**config.mk**
```make
export PLATFORM = sky130hd
export DESIGN_NAME = puew_tail_flat
export DESIGN_NICKNAME = d
export VERILOG_FILES = /design/src/hw/rtl/puew_pkg.sv /design/src/hw/rtl/puew_if.sv /design/src/hw/rtl/puew_tail.sv /design/src/flat_wrapper.sv
export SDC_FILE = /design/constraint.sdc
export NUM_CORES = 2
export LEC_CHECK = 0
export ABC_CLOCK_PERIOD_IN_PS = 9690
export BUFFER_PORTS_ARGS = -buffer_cell sky130_fd_sc_hd__buf_2
export CORE_ASPECT_RATIO = 0.5
export CORE_MARGIN = 2
export CORE_UTILIZATION = 35
export CTS_BUF_LIST = sky130_fd_sc_hd__clkbuf_8 sky130_fd_sc_hd__clkbuf_16
export CTS_CLUSTER_SIZE = 8
export DETAILED_ROUTE_END_ITERATION = 8
export HOLD_SLACK_MARGIN = 0.08
export PLACE_DENSITY = 0.53
export SYNTH_ARGS = -nofsm -noshare
export SYNTH_HDL_FRONTEND = slang
export SYNTH_SLANG_ARGS = --single-unit
```
**constraint.sdc**
```tcl
create_clock -name clk -period 9.69 [get_ports clk]
set_clock_uncertainty 0.1 [all_clocks]
set_input_delay 0.4845 -clock clk [delete_from_list [all_inputs] [get_ports clk]]
set_output_delay 0.4845 -clock clk [all_outputs]
set_load 0.02 [all_outputs]
```
**src/hw/rtl/puew_pkg.sv**
```systemverilog
// Shared types, constants and fixed-point helpers for the phase unwrap edge weight block.
// No dependencies.
`default_nettype none

package puew_pkg;

	localparam int PI_Q     = 12868;
	localparam int TWO_PI_Q = 25736;

	localparam logic [16:0] ONE_Q16         = 17'd65536;
	localparam logic [15:0] TENTH_Q16       = 16'd6554;
	localparam logic [15:0] NINE_TENTHS_Q16 = 16'd58982;

	localparam int ADDR_W = 4;

	// Mode bits of the weight_modes register
	localparam int MODE_PHASE = 0;
	localparam int MODE_GRAD  = 1;
	localparam int MODE_LIN   = 2;
	localparam int MODE_MAG   = 3;

	typedef enum logic [1:0] {
		REG_MODES = 2'd0,
		REG_RATIO = 2'd1,
		REG_MAGP  = 2'd2
	} puew_reg_t;

	typedef struct packed {
		logic [3:0]  modes;
		logic [15:0] ratio;
		logic        mag_on;
	} puew_cfg_t;

	typedef struct packed {
		logic        ok;
		logic [16:0] w;
	} puew_side_t;

	// Q1.16 product, round half up
	function automatic logic [16:0] mul_q16(logic [16:0] a, logic [16:0] b);
		logic [33:0] p;
		p = 34'(a) * 34'(b) + 34'd32768;
		return p[32:16];
	endfunction

	// 0.1 + 0.9*q in Q1.16
	function automatic logic [16:0] factor(logic [16:0] q);
		logic [32:0] p;
		p = 33'(q) * 33'(NINE_TENTHS_Q16) + 33'd32768;
		return 17'(TENTH_Q16) + p[32:16];
	endfunction

endpackage

`default_nettype wire

```
**src/hw/rtl/puew_if.sv**
```systemverilog
// Valid/ready channel interfaces for the edge word and the bin word.
// Depends on nothing.
`default_nettype none


interface puew_out_if;
	logic       valid;
	logic       ready;
	logic [7:0] weight_bin;

	modport source (output valid, weight_bin, input ready);
	modport sink (input valid, weight_bin, output ready);
endinterface

`default_nettype wire

```
**src/hw/rtl/puew_tail.sv**
```systemverilog
// Magnitude factor, final product and bin mapping; holds the output register.
// Depends on puew_pkg and puew_if.
`default_nettype none

module puew_tail #(
	parameter int BIN_COUNT = 256
) (
	input  wire logic                 clk,
	input  wire logic                 arst_n,
	input  wire logic                 mag_on,
	input  wire logic                 vin,
	input  wire puew_pkg::puew_side_t sin,
	input  wire logic [16:0]          quo,
	output logic                      adv,
	puew_out_if.source                dout
);
	import puew_pkg::*;

	localparam logic [24:0] BIN_MAX = 25'(BIN_COUNT - 1);

	logic [4:1]  v_s;
	puew_side_t  side_s1, side_s2;
	logic        ok_s3;
	logic [16:0] q4_s1, f4_s2, w_s3;
	logic [7:0]  bin_s4;

	logic [33:0] sq_c;
	logic [16:0] inv_c;
	logic [24:0] bp_c;

	assign adv  = !v_s[4] || dout.ready;
	assign sq_c = 34'(quo) * 34'(quo) + 34'd32768;

	assign inv_c = (w_s3 > ONE_Q16) ? 17'd0 : ONE_Q16 - w_s3;
	assign bp_c  = 25'(inv_c) * BIN_MAX + 25'd32768;

	always_ff @(posedge clk or negedge arst_n) begin
		if (!arst_n) begin
			v_s <= '0;
		end else if (adv) begin
			v_s <= {v_s[3:1], vin};
		end
	end

	always_ff @(posedge clk) begin
		if (adv) begin
			q4_s1   <= sq_c[32:16];
			side_s1 <= sin;
			f4_s2   <= mag_on ? factor(q4_s1) : ONE_Q16;
			side_s2 <= side_s1;
			w_s3    <= mul_q16(side_s2.w, f4_s2);
			ok_s3   <= side_s2.ok;
			if (!ok_s3) begin
				bin_s4 <= 8'd0;
			end else if (bp_c[24:16] == 9'd0) begin
				bin_s4 <= 8'd1;
			end else begin
				bin_s4 <= bp_c[23:16];
			end
		end
	end

	assign dout.valid      = v_s[4];
	assign dout.weight_bin = bin_s4;

endmodule

`default_nettype wire

```
**src/flat_wrapper.sv**
```systemverilog
// flat-port wrapper written by rule: the top's interface ports become plain ports
module puew_tail_flat import puew_pkg::*;
#(
	parameter int BIN_COUNT = 256
)
  (clk, arst_n, mag_on, vin, sin, quo, adv, dout_valid, dout_weight_bin, dout_ready);
  puew_out_if dout_i ();
  input  wire logic clk;
  input  wire logic arst_n;
  input  wire logic mag_on;
  input  wire logic vin;
  input  wire puew_pkg::puew_side_t sin;
  input  wire logic [16:0] quo;
  output logic adv;
  output wire logic [$bits(dout_i.valid)-1:0] dout_valid;
  output wire logic [$bits(dout_i.weight_bin)-1:0] dout_weight_bin;
  input wire logic [$bits(dout_i.ready)-1:0] dout_ready;
  assign dout_valid = dout_i.valid;
  assign dout_weight_bin = dout_i.weight_bin;
  assign dout_i.ready = dout_ready;
  puew_tail #(.BIN_COUNT(BIN_COUNT)) u_core (.clk(clk), .arst_n(arst_n), .mag_on(mag_on), .vin(vin), .sin(sin), .quo(quo), .adv(adv), .dout(dout_i));
endmodule
```
-- Yosys cells after proc, flatten, opt, wreduce, memory -nomap -nowiden
Index checks and enable logic that the tools add are counted.
- register bits after elaboration: 100
- input bits: 40
- logic and storage cells: 29
- $add $sub $neg: 6
- multipliers: 4
- magnitude comparators: 1
- muxes and demuxes: 2
- bitwise gates (word level): 1
- reduce and logical (&&, ||, !) cells: 4
- operator list (operator ; count):
    33-bit by 16-bit adder with 33-bit output, second input constant ; 3
    17-bit by 17-bit multiplier with 33-bit output ; 2
    17-bit by 15-bit multiplier with 32-bit output, second input constant ; 1
    25-bit by 16-bit adder with 25-bit output, second input constant ; 1
    17-bit by 8-bit multiplier with 25-bit output, second input constant ; 1
    13-bit by 17-bit adder with 17-bit output, first input constant ; 1
    17-bit > comparator, second input constant ; 1
    17-bit two-way mux ; 1
    17-bit subtractor, first input constant ; 1
    9-bit logical NOT ; 1
    2-bit OR reduction ; 1
    1-bit logical NOT ; 1
    1-bit logical OR ; 1
    1-bit two-way mux ; 1
    1-bit inverter ; 1

-- Longest topological paths before layout
- depth in word-level cells: 6
- gate-level depth with buffers: 29
- gate-level depth less buffers: 28

-- Worst setup path before layout
OpenSTA, ideal clock, no wires.
- kind: reg2reg
- start point: reg u_core.q4_s1[3]
- end point: reg u_core.f4_s2[16] (data pin)
- library setup time: 266 ps
- arrival time: 6961 ps
- path slack: 2363 ps
- stages on the path, launching flop included: 25
- path buffers: 0
- period minus slack after synthesis: 7327 ps
- cells stage by stage: edfxtp_1 inv_1 fa_1 inv_1 fa_1 fa_1 inv_1 fa_1 inv_1 fa_1 inv_1 fa_1 inv_1 ha_1 a21o_1 a31o_1 a221oi_1 nand3_1 nor4_4 nand4_4 o31a_1 a21oi_2 xor2_2 o41ai_1 nand3b_1
- longest elaborated chain between the ends: 3
- ends and longest elaborated chain (item ; RTL line ; text):
    start, declared ; puew_tail.sv:24 ; logic [16:0] q4_s1, f4_s2, w_s3;
    start signal, assigned ; puew_tail.sv:47 ; q4_s1 <= sq_c[32:16];
    17-bit by 15-bit multiplier with 32-bit output ; puew_pkg.sv:49 ; p = 33'(q) * 33'(NINE_TENTHS_Q16) + 33'd32768;
    33-bit by 16-bit adder with 33-bit output ; puew_pkg.sv:49 ;
    13-bit by 17-bit adder with 17-bit output ; puew_pkg.sv:50 ; return 17'(TENTH_Q16) + p[32:16];
    end signal, assigned ; puew_tail.sv:49 ; f4_s2 <= mag_on ? factor(q4_s1) : ONE_Q16;
    end, declared ; puew_tail.sv:24 ;
Every way passes these cells.
A chain may end at the register's enable or synchronous reset.

-- Final worst setup path
Same ends and word-level chain as after synthesis.

==> impl_metrics.csv <==
group,metric,value,unit
outcome,status,"finished, final reports clean",
route,drcViolationCount,0,
logic_synthesis,synth_top_area_share,0.3991,
floorplanning,rows,74,
cts,clk_pin_slew_worst_paths,70,ps
logic_synthesis,synth.avg_cell_area,9.740,um2
floorplanning,chipHeight,207.5,um
sta,finalHoldViolCount,0,
cts,cts.path.max_buffers,2,
route,totalWireLength,60570,um
cells_and_area,nets,3987,
sta,finalSetupTns,0,ps
logic_synthesis,seq_area_frac_synth,0.1029,
route,dr.pass1.iters,5,
floorplanning,die_width,411.1,um
sta,rsz0062_at_grt,"no",
cts,postCtsSetupBuffers,0,
critical_path,cp_max_fo,12,
route,vias_per_cell,4.640,
logic_synthesis,ys.warnings.count,0,
global_route,track_usage,0.1500,
sta,setup_viol,0,
floorplanning,fp.dieArea,85310,um2
logic_synthesis,synth.most_common_cell,"inv_1",
worst_hold_path,min_to,"u_core.side_s1[4]",
global_route,grt_start_max_net_pins,66,
logic_synthesis,synth_flop_cell,"edfxtp_1",
sta,slew_viol_final,0,
sta,worst_pin_slew,904.1,ps
logic_synthesis,synth_area_leaders,"fa_1 (40%), ha_1 (17%), edfxtp_1 (9.9%)",
logic_synthesis,synth_edf_count,96,
cts,clock-sinks,100,
critical_path,reg2reg_to,"u_core.f4_s2[16]",
logic_synthesis,syn_nets,3996,
sta,period_needed,8015,ps
placed_design,io_buffers,49,
critical_path,r2r_slack,1680,ps
logic_synthesis,yosys.area.top_type,"fa_1",
critical_path,arrival,8050,ps
worst_hold_path,hold_class,"in -> reg",
flow_run,drv_cap,0,
global_route,antenna_found_initial,0,
cells_and_area,final_area,30670,um2
logic_synthesis,synthCells,2977,
critical_path,cp-end-kind,"flip-flop",
sta,fmax,124.8,MHz
route,vias,18910,
route,ant_nets,0,
sta,post-route-period-util,0.8271,
sta,slew_headroom,0.3972,
logic_synthesis,async_reset_ff_frac,0.04000,
cts,clk_latency,390,ps
critical_path,crit_required,9720,ps
cts,cts_made_buffers,9,
cts,cts_tree,"built",
global_route,grt_first_pass_wirelength,104500,um
floorplanning,initial_utilization,0.3543,
cells_and_area,n_antenna_cell,0,
placed_design,place_congestion,0.8376,
critical_path,start_kind,"flip-flop",
floorplanning,core,81850,um2
cells_and_area,area_delta_synth_final,5.786,%
placed_design,dpl.hpwl,51850,um
critical_path,timing.rr.start,"u_core.q4_s1[3]",
floorplanning,ios,50,
global_route,grt_overflow,0,
critical_path,reg2reg_depth,23,
worst_hold_path,holdPathStages,1,
cts,clockRootBuffer,"clkbuf_16",
logic_synthesis,syn_area,29000,um2
route,initialDrtViolationCount,771,
route,wl_per_cell,14.86,um
cts,cts_htree_levels,3,
worst_hold_path,hold_start,"sin[4]",
global_route,grt_pass1_vias,20590,
cells_and_area,drive_gt1_frac,0.03633,
placed_design,place_area,30390,um2
logic_synthesis,synth_common_cells,"inv_1 (768), fa_1 (578), ha_1 (401)",
logic_synthesis,synth_cell_type_count,88,
critical_path,crit_type,"reg -> reg",
logic_synthesis,ys_ff_latch,100,
## metrics by stage
stage                     setup slack, ps  utilization  hold WS, ps  cells
final                                1675       0.3748        172.5   4075
after global routing                 1020       0.3748        152.2   4075
after CTS                            1631       0.3748        141.8   4075
after detailed placement             1636       0.3713        194.2   4058
after global placement               1829       0.3713        192.5   4058
after floorplan                      2363            -        88.91   2977
## logic make-up after synthesis
logic type / Yosys count / synth area share
adder cells (fa/ha/maj): 979 / 0.5721
buffers and inverters: 846 / 0.1097
AND/OR/NAND/NOR: 714 / 0.1244
AO/OA/AOI/OAI: 229 / 0.05674
XOR/XNOR: 103 / 0.03189
flip-flops: 100 / 0.1029
multiplexers: 6 / 0.002287
## cell usage in the layout, fill, tap and decap left out, types with 8 or more instances in the layout
cell type,count
o21a_1,16
buf_2,49
nand3_1,28
buf_4,8
and2_1,204
a21o_1,23
inv_1,769
a31oi_1,9
fa_1,578
nand2b_1,17
nor2_1,75
o211ai_1,8
nor4_1,12
nor3_1,30
edfxtp_1,96
xor2_1,24
a21oi_1,51
nand2_1,271
o21ai_0,33
clkbuf_16,9
xnor2_1,76
nand4_1,11
and3_1,13
ha_1,401
nor2b_1,17
## sequential cells by signal, indices dropped and copies added (netlist names)
name                    cells
u_core.w_s3                17
u_core.q4_s1               17
u_core.f4_s2               17
u_core.side_s2             18
u_core.v_s                  4
u_core.ok_s3                1
u_core.dout.weight_bin      8
u_core.side_s1             18
## layout make-up
cell class	count	area, um2
Inverter	768	2883
Timing Repair Buffer	58	315.3
Fill cell	8306	51170
Clock buffer	9	225.2
Multi-Input combinational cell	2031	22840
Clock inverter	7	50.05
Sequential cell	100	2983
Tap cell	1102	1379
## routing by layer
layer	wire length (um)	up-vias	share of wire	GRT usage
met5	0	-	0	0
met4	608	0	0.010	0.02602
met3	1557	41	0.026	0.01288
met2	28870	230	0.48	0.2544
met1	29530	9526	0.49	0.2114
li1	-	9112	-	-
## critical path, cell delays in order, from the launching register on
cell      delay (ps)
edfxtp_1         490
inv_1            160
fa_1             420
inv_1             80
fa_1             430
fa_1             510
fa_1             430
fa_1             490
inv_1             50
fa_1             470
inv_1             40
ha_1             400
nand2_2          120
a211oi_2         350
a21bo_1          270
a32oi_1          730
nand4_1          370
nor4_4           440
nand4_4          230
o31a_1           350
a21oi_2          150
xor2_2           150
o41ai_1          390
nand3b_1         120
## worst max-delay path by stage
stage / from / to / slack, ps
3_5_place_dp: u_core.q4_s1[3] / u_core.f4_s2[16] / 1640
4_1_cts: u_core.q4_s1[3] / u_core.f4_s2[16] / 1630
6_report: u_core.q4_s1[3] / u_core.f4_s2[16] / 1680
3_3_place_gp: u_core.q4_s1[1] / u_core.f4_s2[16] / 1830
5_1_grt: u_core.q4_s1[3] / u_core.f4_s2[16] / 1020
2_1_floorplan: u_core.q4_s1[3] / u_core.f4_s2[16] / 2360
## what timing repair did
action                                 in CTS  in global routing
gates resized for setup                     0                  0
endpoints found under the hold margin       4                  0
hold buffers                                1                  0
Power is left out: the tool's default activity adds up to more than one toggle a clock period on the data nets, which glitch-free logic cannot reach.
