===== config.mk =====
export PLATFORM = sky130hd
export DESIGN_NAME = puew_cfg
export DESIGN_NICKNAME = d
export VERILOG_FILES = /design/src/hw/rtl/puew_pkg.sv /design/src/hw/rtl/puew_cfg.sv
export SDC_FILE = /design/constraint.sdc
export NUM_CORES = 1
export LEC_CHECK = 0
export BUFFER_PORTS_ARGS = -buffer_cell sky130_fd_sc_hd__buf_2
export CORE_MARGIN = 3
export CORE_UTILIZATION = 40
export CTS_BUF_LIST = sky130_fd_sc_hd__clkbuf_8
export DETAILED_ROUTE_END_ITERATION = 10
export PLACE_DENSITY = 0.85
export SYNTH_ARGS = -nofsm -noshare
export SYNTH_HDL_FRONTEND = slang
export SYNTH_SLANG_ARGS = --single-unit

===== constraint.sdc =====
create_clock -name clk -period 2 [get_ports clk]
set_input_delay 0.4 -clock clk [delete_from_list [all_inputs] [get_ports clk]]
set_output_delay 0.4 -clock clk [all_outputs]
set_load 0.005 [all_outputs]

===== src/hw/rtl/puew_pkg.sv =====
// Shared types, constants and fixed-point helpers for the phase unwrap edge weight block.
// No dependencies.
`default_nettype none

package puew_pkg;

	localparam int PI_Q     = 12868;
	localparam int TWO_PI_Q = 25736;

	localparam logic [16:0] ONE_Q16         = 17'd65536;
	localparam logic [15:0] TENTH_Q16       = 16'd6554;
	localparam logic [15:0] NINE_TENTHS_Q16 = 16'd58982;

	localparam int ADDR_W = 4;

	// Mode bits of the weight_modes register
	localparam int MODE_PHASE = 0;
	localparam int MODE_GRAD  = 1;
	localparam int MODE_LIN   = 2;
	localparam int MODE_MAG   = 3;

	typedef enum logic [1:0] {
		REG_MODES = 2'd0,
		REG_RATIO = 2'd1,
		REG_MAGP  = 2'd2
	} puew_reg_t;

	typedef struct packed {
		logic [3:0]  modes;
		logic [15:0] ratio;
		logic        mag_on;
	} puew_cfg_t;

	typedef struct packed {
		logic        ok;
		logic [16:0] w;
	} puew_side_t;

	// Q1.16 product, round half up
	function automatic logic [16:0] mul_q16(logic [16:0] a, logic [16:0] b);
		logic [33:0] p;
		p = 34'(a) * 34'(b) + 34'd32768;
		return p[32:16];
	endfunction

	// 0.1 + 0.9*q in Q1.16
	function automatic logic [16:0] factor(logic [16:0] q);
		logic [32:0] p;
		p = 33'(q) * 33'(NINE_TENTHS_Q16) + 33'd32768;
		return 17'(TENTH_Q16) + p[32:16];
	endfunction

endpackage

`default_nettype wire


===== src/hw/rtl/puew_cfg.sv =====
// APB register file: weight_modes, echo_time_ratio, magnitude_present.
// Depends on puew_pkg.
`default_nettype none

module puew_cfg (
	input  wire logic                       clk,
	input  wire logic                       arst_n,
	input  wire logic                       psel,
	input  wire logic                       penable,
	input  wire logic                       pwrite,
	input  wire logic [puew_pkg::ADDR_W-1:0] paddr,
	input  wire logic [31:0]                pwdata,
	output logic      [31:0]                prdata,
	output logic                            pready,
	output puew_pkg::puew_cfg_t             cfg
);
	import puew_pkg::*;

	logic [3:0]  modes_q;
	logic [15:0] ratio_q;
	logic        magp_q;
	logic        wr;
	puew_reg_t   sel;

	assign wr     = psel && penable && pwrite;
	assign sel    = puew_reg_t'(paddr[3:2]);
	assign pready = 1'b1;

	always_ff @(posedge clk or negedge arst_n) begin
		if (!arst_n) begin
			modes_q <= 4'd13;
			ratio_q <= 16'd2048;
			magp_q  <= 1'b0;
		end else if (wr) begin
			unique case (sel)
				REG_MODES: modes_q <= pwdata[3:0];
				REG_RATIO: ratio_q <= pwdata[15:0];
				REG_MAGP:  magp_q  <= pwdata[0];
				default: ;
			endcase
		end
	end

	always_comb begin
		unique case (sel)
			REG_MODES: prdata = {28'd0, modes_q};
			REG_RATIO: prdata = {16'd0, ratio_q};
			REG_MAGP:  prdata = {31'd0, magp_q};
			default:   prdata = 32'd0;
		endcase
	end

	assign cfg.modes  = modes_q;
	assign cfg.ratio  = ratio_q;
	assign cfg.mag_on = modes_q[MODE_MAG] && magp_q;

endmodule

`default_nettype wire


Word-level counts from Yosys, hierarchy flattened
Cells that the tools add are included.
{"block": "op_classes", "n_eq_ne": 2, "n_mux": 1, "n_reduce_logical": 7}
{"op": "$pmux W16 S3", "n": 1}
{"op": "$reduce_and A2 Y1", "n": 3}
{"op": "$logic_and A1 B1 Y1", "n": 3}
{"op": "$eq A2 B1 Y1 const B", "n": 1}
{"op": "$eq A2 B2 Y1 const B", "n": 1}
{"op": "$logic_not A2 Y1", "n": 1}
{"block": "word_totals", "register_bits": 21, "inputBits": 41, "output_inout_bits": 54, "elab_cells": 13}

Logic depth before layout (Yosys ltp)
Gate-level depths: netlist (run 1).
{"block": "depth", "word_depth": 3, "mapped_depth": 4, "ltp_nobuf": 3}

Worst setup path after synthesis (run 1)
No wires, ideal clock.
{"block": "synth_timing", "kind": "in2reg", "from": "input paddr[3] (netlist bit)", "to": "register ratio_q[0]", "setup_time_ps": 125, "arrival_ps": 1378, "t_required_ps": 1875, "path_slack_ps": 497, "path_stages": 4, "n_path_buf": 2, "cell_sequence": "buf_2 -> nor3b_4 -> buf_8 -> mux2_4"}
{"block": "synth_between", "elab_chain_cells": 2}
{"item": "start: declaration", "line_no": "puew_cfg.sv:11", "text": "input wire logic [puew_pkg::ADDR_W-1:0] paddr,"}
{"item": "$eq A2 B1 Y1", "line_no": "puew_cfg.sv:35", "text": "unique case (sel)"}
{"item": "$reduce_and A2 Y1 (no source line)"}
{"item": "end signal: assignment", "line_no": "puew_cfg.sv:37", "text": "REG_RATIO: ratio_q <= pwdata[15:0];"}
{"item": "end: declaration", "line_no": "puew_cfg.sv:20", "text": "logic [15:0] ratio_q;"}
Every way passes these cells.
A chain may end at the register's enable or synchronous reset.

Worst setup path after layout (run 1)
{"block": "layout_timing", "from": "input paddr[2] (netlist bit)", "to": "output prdata[15]"}
{"block": "layout_between", "elab_chain_cells": 2, "word_cells_on_any_way": 4, "classes_between": "eq/ne: 2; mux: 1; reduce/logical: 1"}
{"item": "$eq A2 B2 Y1 (tied with other cells)", "line_no": "puew_cfg.sv:45", "text": "unique case (sel)"}
{"item": "$pmux W16 S3 *", "line_no": "puew_cfg.sv:45"}
{"item": "end: declaration", "line_no": "puew_cfg.sv:13", "text": "output logic [31:0] prdata,"}
Every way passes the cells marked *; elsewhere a longest branch is shown, timed or not.

==> results.yml, run 1 <==
die:
  dieHeight_um: 60.0
  core.rowCount: 18
  io_pins: 95
  start_util_pct: 44.7
  die_w_um: 60.0
  dieArea_mm2: 0.00360
  core_area_mm2: 0.00261
synth:
  synthCells: 92
  synth_top_area_cell: "dfrtp_1"
  netlist.area_leader.share_pct: 36.4
  yosysWarningCount: 0
  syn_avg_cell_area_um2: 12.7
  synth_top_cells_by_area: "dfrtp_1 (36%), mux2_4 (13%), buf_4 (11%), mux2_2 (11%), dfstp_2 (9.0%)"
  ys_types: 20
  yosys_register_bits: 21
  synthArstFlopShare_pct: 100
  synth_edf_count: 0
  synth_commonest_cells: "buf_4 (17), dfrtp_1 (17), and2_1 (13)"
  synthFlopType: "dfrtp_1"
  ys_seq_area_share_pct: 45.4
  syn_area_mm2: 0.00117
worst_setup_path:
  critPathMaxFanout: 12
  cp.required_ns: 1.60
  crit_type: "primary input to output port"
  crit_path_end_kind: "output port"
  startpoint_type: "primary input"
  crit_arrival_ns: 1.21
  reg2reg_slack_ns: 1.21
layout:
  final_area_mm2: 0.00146
  diodes: 0
  fillerInstances: 218
  multi_input_area_um2: 531
  ff_latch_area_um2: 531
  drive_gt1_share_pct: 61.2
  layout.nets: 194
  syn2layout_area_growth_pct: 25.3
detailed_routing:
  drc: 0
  drt_first_pass_iters: 4
  drt_iter0_drc: 4
  via_per_inst: 4.64
  drt-total-wl_um: 2460
  post_drt_wl_per_cell_um: 13.5
  antenna_left: 0
  dr_total_vias: 844
placement:
  io_buffer_count: 59
  finalWeightedCongestion: 0.666
  place_area_mm2: 0.00142
global_routing:
  grt_antenna_before_repair: 0
  grt_start_max_net_pins: 22
  grt_pass1_wl_um: 4020
  track_usage_pct: 15.4
  first_global_vias: 910
  gr-total-overflow: 0
sta:
  tns_ns: 0
  drv_slew: 0
  hold_violations: 0
  worst_pin_slew_ns: 0.613
  relSlewSlack_pct: 58.8
  min_period_over_period_pct: 80.3
  skew_ns: 0
  period_needed_ns: 1.61
  rsz0062_at_grt: "no"
  setup_violations: 0
  hold_ws_ns: 0.0770
  fmax_ghz: 0.622
hold_path:
  hp-class: "primary input to asynchronous set/reset pin"
pwr:
  ir_drop_uv: 797
  power_density_mw_per_mm2: 854
  leakage_uw: 0.000802
  power.total_uw: 1250
cts:
  cts_resized: 0
  h-tree-depth: 1
  cts_num_sinks: 21
  cts-buffers-inserted: 3
  insertion_delay_ns: 0.26
  post_cts_buffers: 0
  cts_root_buffer: "clkbuf_8"
  postCtsHoldBufs: 0
  cts_tree: "yes"
  path_clk_slew_ns: 0.08
  cts_buffer_depth: 2
job:
  maxCapViolations: 0
run_status:
  status: "complete, no violations"
stage by stage:
stage                     util [%]  std cells  setup WS, ns
after detailed placement      54.2        178         0.370
after global placement        54.2        178         0.358
after CTS                     56.0        182         0.374
after floorplan                  -        107         0.497
after global routing          56.0        182         0.317
final                         56.0        182         0.393
critical path, stage by stage:
cell and delay (ns):
buf_2 0.20, nor2b_1 0.18, buf_4 0.18, and2_1 0.14
buf_2 0.11
final cells by class:
type,count,area share [%]
flip-flops and latches,21,36.3
multi-input cells,65,36.3
repair buffers,62,21.7
clock buffers,3,2.82
well taps,30,2.57
clock inverters,1,0.342
cell families after synthesis:
family / share of synthesized area, %
and+or+nand+nor: 12.6
muxes: 26.9
buffers and inverters: 13.9
AOI/OAI and AO/OA: 0.428
DFF: 45.4
other: 0.643
placed cells by master (no fill, tap or decap), drive strengths merged:
| cell | netlist | final |
|---|---|---|
| buf | 20 | 62 |
| mux2i | 4 | 4 |
| clkinv | 0 | 1 |
| dfrtp | 17 | 17 |
| dfstp | 4 | 4 |
| nor3 | 1 | 1 |
| nand3b | 1 | 1 |
| clkbuf | 1 | 3 |
| nor2b | 1 | 1 |
| mux2 | 21 | 21 |
| and2 | 13 | 13 |
| nand3 | 1 | 1 |
| nor3b | 2 | 2 |
| conb | 2 | 17 |
| nor2 | 3 | 3 |
| o21ai | 1 | 1 |
power breakdown:
group | switching (uW) | internal [uW]
Clock | 141 | 139
Sequential | 70.2 | 538
Combinational | 138 | 224
final timing paths:
| check | cells past startpoint | to | from |
|---|---|---|---|
| setup / recovery | 5 | prdata[15] | paddr[2] |
| hold / removal | 1 | ratio_q[15] | arst_n |
| setup reg to reg | 1 | ratio_q[2] | ratio_q[2] |
| hold reg to reg | 1 | ratio_q[8] | ratio_q[8] |
| max in group asynchronous | 1 | modes_q[2] | arst_n |
| min in group clk | 2 | ratio_q[8] | pwdata[8] |
flip-flops by register name, indices dropped and copies added (netlist names):
register / cells
ratio_q: 16
modes_q: 4
magp_q: 1
routing by layer:
layer  global-route usage [%]  vias up  wire length (um)
li1                         -      392                 -
met1                     15.8      399               886
met2                     27.6       48              1290
met3                     3.67        5               223
met4                     9.49        0                59
met5                        0        -                 0
Note: power is estimated with default switching activity, not from simulation.
==> run 2: changes to the inputs <==
ABC_AREA = 1   (was not set)
CORE_UTILIZATION = 36   (was 40)
PLACE_DENSITY = 0.81   (was 0.85)
clock period = 1.4 ns   (was 2 ns; I/O delays follow)
==> run 2 against run 1 <==
Effect of this change: flip-flop and latch count unchanged; die area up 9.3%; critical path depth down 2; sequential share of layout area down 0.61 points; first-iteration DRC count rose to 7.0 times the previous value; synthesized area down 0.64%.
==> results.yml, run 2 <==
die:
  dieHeight_um: 62.8
  start_util_pct: 40.0
  core.rowCount: 19
  die_w_um: 62.8
  dieArea_mm2: 0.00394
  io_pins: 95
  core_area_mm2: 0.00290
detailed_routing:
  drc: 0
  drt-total-wl_um: 2620
  post_drt_wl_per_cell_um: 9.87
  dr_total_vias: 1051
  drt_first_pass_iters: 4
  antenna_left: 0
  via_per_inst: 3.97
  drt_iter0_drc: 28
layout:
  regMostFlops: "ratio_q"
  drive_gt1_share_pct: 33.6
  diodes: 0
  top_regs: "ratio_q (16), modes_q (4), magp_q (1)"
  layout_commonest_cell: "nand2_1"
  mostFrequentLayoutCells: "nand2_1 (79), buf_2 (59), conb_1 (17), dfrtp_1 (17), inv_1 (16)"
  syn2layout_area_growth_pct: 28.3
  layout.nets: 265
  final_area_mm2: 0.00149
  largest_reg_flops: 16
hold_path:
  hp-class: "primary input to flop"
  holdPathEnd: "ratio_q[11]"
  min_path_cells: 3
  hp-start: "pwdata[11]"
synth:
  synth_top_area_cell: "dfrtp_1"
  netlist.area_leader.share_pct: 36.7
  synth-compound-area-share_pct: 0
  synthArstFlopShare_pct: 100
  synth_top_family_by_area: "simple AND/OR/NAND/NOR gates"
  synth_commonest_cells: "nand2_1 (79), buf_4 (17), dfrtp_1 (17)"
  synth_mux_area_share_pct: 0
  synth_top_cells_by_area: "dfrtp_1 (37%), nand2_1 (26%), buf_4 (11%), dfstp_2 (9.1%), inv_1 (5.2%)"
  synth_simple_gate_area_share_pct: 34.7
  synth_adder_area_share_pct: 0
  synth.most_common_cell: "nand2_1"
  syn_area_mm2: 0.00116
  yosysWarningCount: 0
  synthCells: 161
  ys_types: 15
  ys_seq_area_share_pct: 45.7
  synthFlopType: "dfrtp_1"
  synthXorXnorAreaFrac_pct: 0
  synth_edf_count: 0
  syn_avg_cell_area_um2: 7.20
  yosys_register_bits: 21
worst_setup_path:
  worstReg2RegStart: "modes_q[3]"
  reg2regPathDepth: 2
  cpMostUsedCell: "nand2_1"
  startpoint_type: "flop"
  cp.required_ns: 1.12
  max_stage_delay_ns: 0.56
  slowest_stage: "dfstp_2"
  critPathMaxFanout: 4
  crit_path_end_kind: "output port"
  path_cells: "nand2_1 -> nand2_1 -> buf_2"
  crit_type: "flop to output port"
  reg2reg_slack_ns: 0.67
  crit_arrival_ns: 1.04
  r2r-end: "modes_q[3]"
global_routing:
  grt_pass1_wl_um: 4510
  grt_antenna_before_repair: 0
  gr-total-overflow: 0
  grt_start_max_net_pins: 22
  first_global_vias: 977
  track_usage_pct: 14.0
placement:
  dp_slack_ns: 0.118
  finalWeightedCongestion: 0.776
  dp_hpwl_um: 2100
  io_buffer_count: 59
  place_area_mm2: 0.00143
sta:
  min_period_over_period_pct: 94.3
  fmax_ghz: 0.758
  setup_violations: 0
  period_needed_ns: 1.32
  drv_slew: 0
  hold_ws_ns: 0.215
  hold_violations: 0
  tns_ns: 0
  rsz0062_at_grt: "no"
  skew_ns: 0
  fin_ws_ns: 0.0800
cts:
  cts_root_buffer: "clkbuf_8"
  path_clk_slew_ns: 0.07
  cts_tree: "yes"
  h-tree-depth: 1
  cts_resized: 0
  cts_buffer_depth: 2
  cts_num_sinks: 21
  insertion_delay_ns: 0.25
  cts-buffers-inserted: 3
pwr:
  comb_power_share_pct: 25.6
  p_sw_uw: 493
  power.internal_uw: 1150
  power_frac_seq_pct: 51.3
  power_density_mw_per_mm2: 1100
  leakage_uw: 0.000954
  switching_share_pct: 30.0
  power.total_uw: 1640
  ir_drop_uv: 648
  clockPowerShare_pct: 23.1
job:
  maxCapViolations: 0
run_status:
  status: "complete, no violations"
==> run 2: power groups by stage <==
stage | sequential (uW) | combinational [uW] | clock (uW)
detailed placement | 855 | 427 | 0
floorplan | 857 | 219 | 0
global placement | 849 | 416 | 0
global route | 867 | 494 | 431
CTS | 844 | 431 | 397
finish | 842 | 420 | 380
==> run 2: stage by stage <==
step | instances | util, %
finish | 265 | 51.3
global route | 265 | 51.3
floorplan | 176 | -
CTS | 265 | 51.3
detailed placement | 260 | 49.4
global placement | 260 | 49.4
==> run 2: how the worst max path moves through the flow <==
| stage | startpoint | end | slack [ns] |
|---|---|---|---|
| after detailed placement | paddr[3] | prdata[13] | 0.12 |
| after global routing | ratio_q[11] | prdata[11] | 0.008 |
| final | modes_q[3] | prdata[3] | 0.08 |
| after global placement | paddr[3] | prdata[5] | 0.13 |
| after CTS | modes_q[3] | prdata[3] | 0.07 |
| after floorplan | paddr[3] | prdata[11] | 0.38 |
==> run 2: what timing repair did <==
action,in CTS,in global routing
hold buffers,1,0
endpoints found under the hold margin,17,0
buffers inserted,0,0
==> run 2: critical path, delay by kind of cell (launching register included) <==
kind,cells,cell delay (ns)
flops,1,0.56
buf+inv,1,0.10
simple gates,2,0.13
==> run 2: cell type report <==
class                   instances  area, um2
repair buffers                 63        328
clock buffers                   3       41.3
multi-input cells             118        467
well taps                      42       52.6
inverters                      17       63.8
flip-flops and latches         21        531
clock inverters                 1       5.00
fillers                       316       1410
==> run 2: logic make-up (layout without fill, tap and decap cells) <==
group / after synthesis / after routing
and+or+nand+nor: 101 / 101
other: 2 / 17
buffers and inverters: 37 / 84
DFF: 21 / 21
==> run 2: layer usage <==
| layer | routed length, um | GRT usage (%) | up-vias |
|---|---|---|---|
| li1 | - | - | 555 |
| met1 | 1240 | 18.1 | 452 |
| met2 | 1200 | 23.8 | 42 |
| met3 | 172 | 3.42 | 2 |
| met4 | 12 | 2.48 | 0 |
| met5 | 0 | 0 | - |
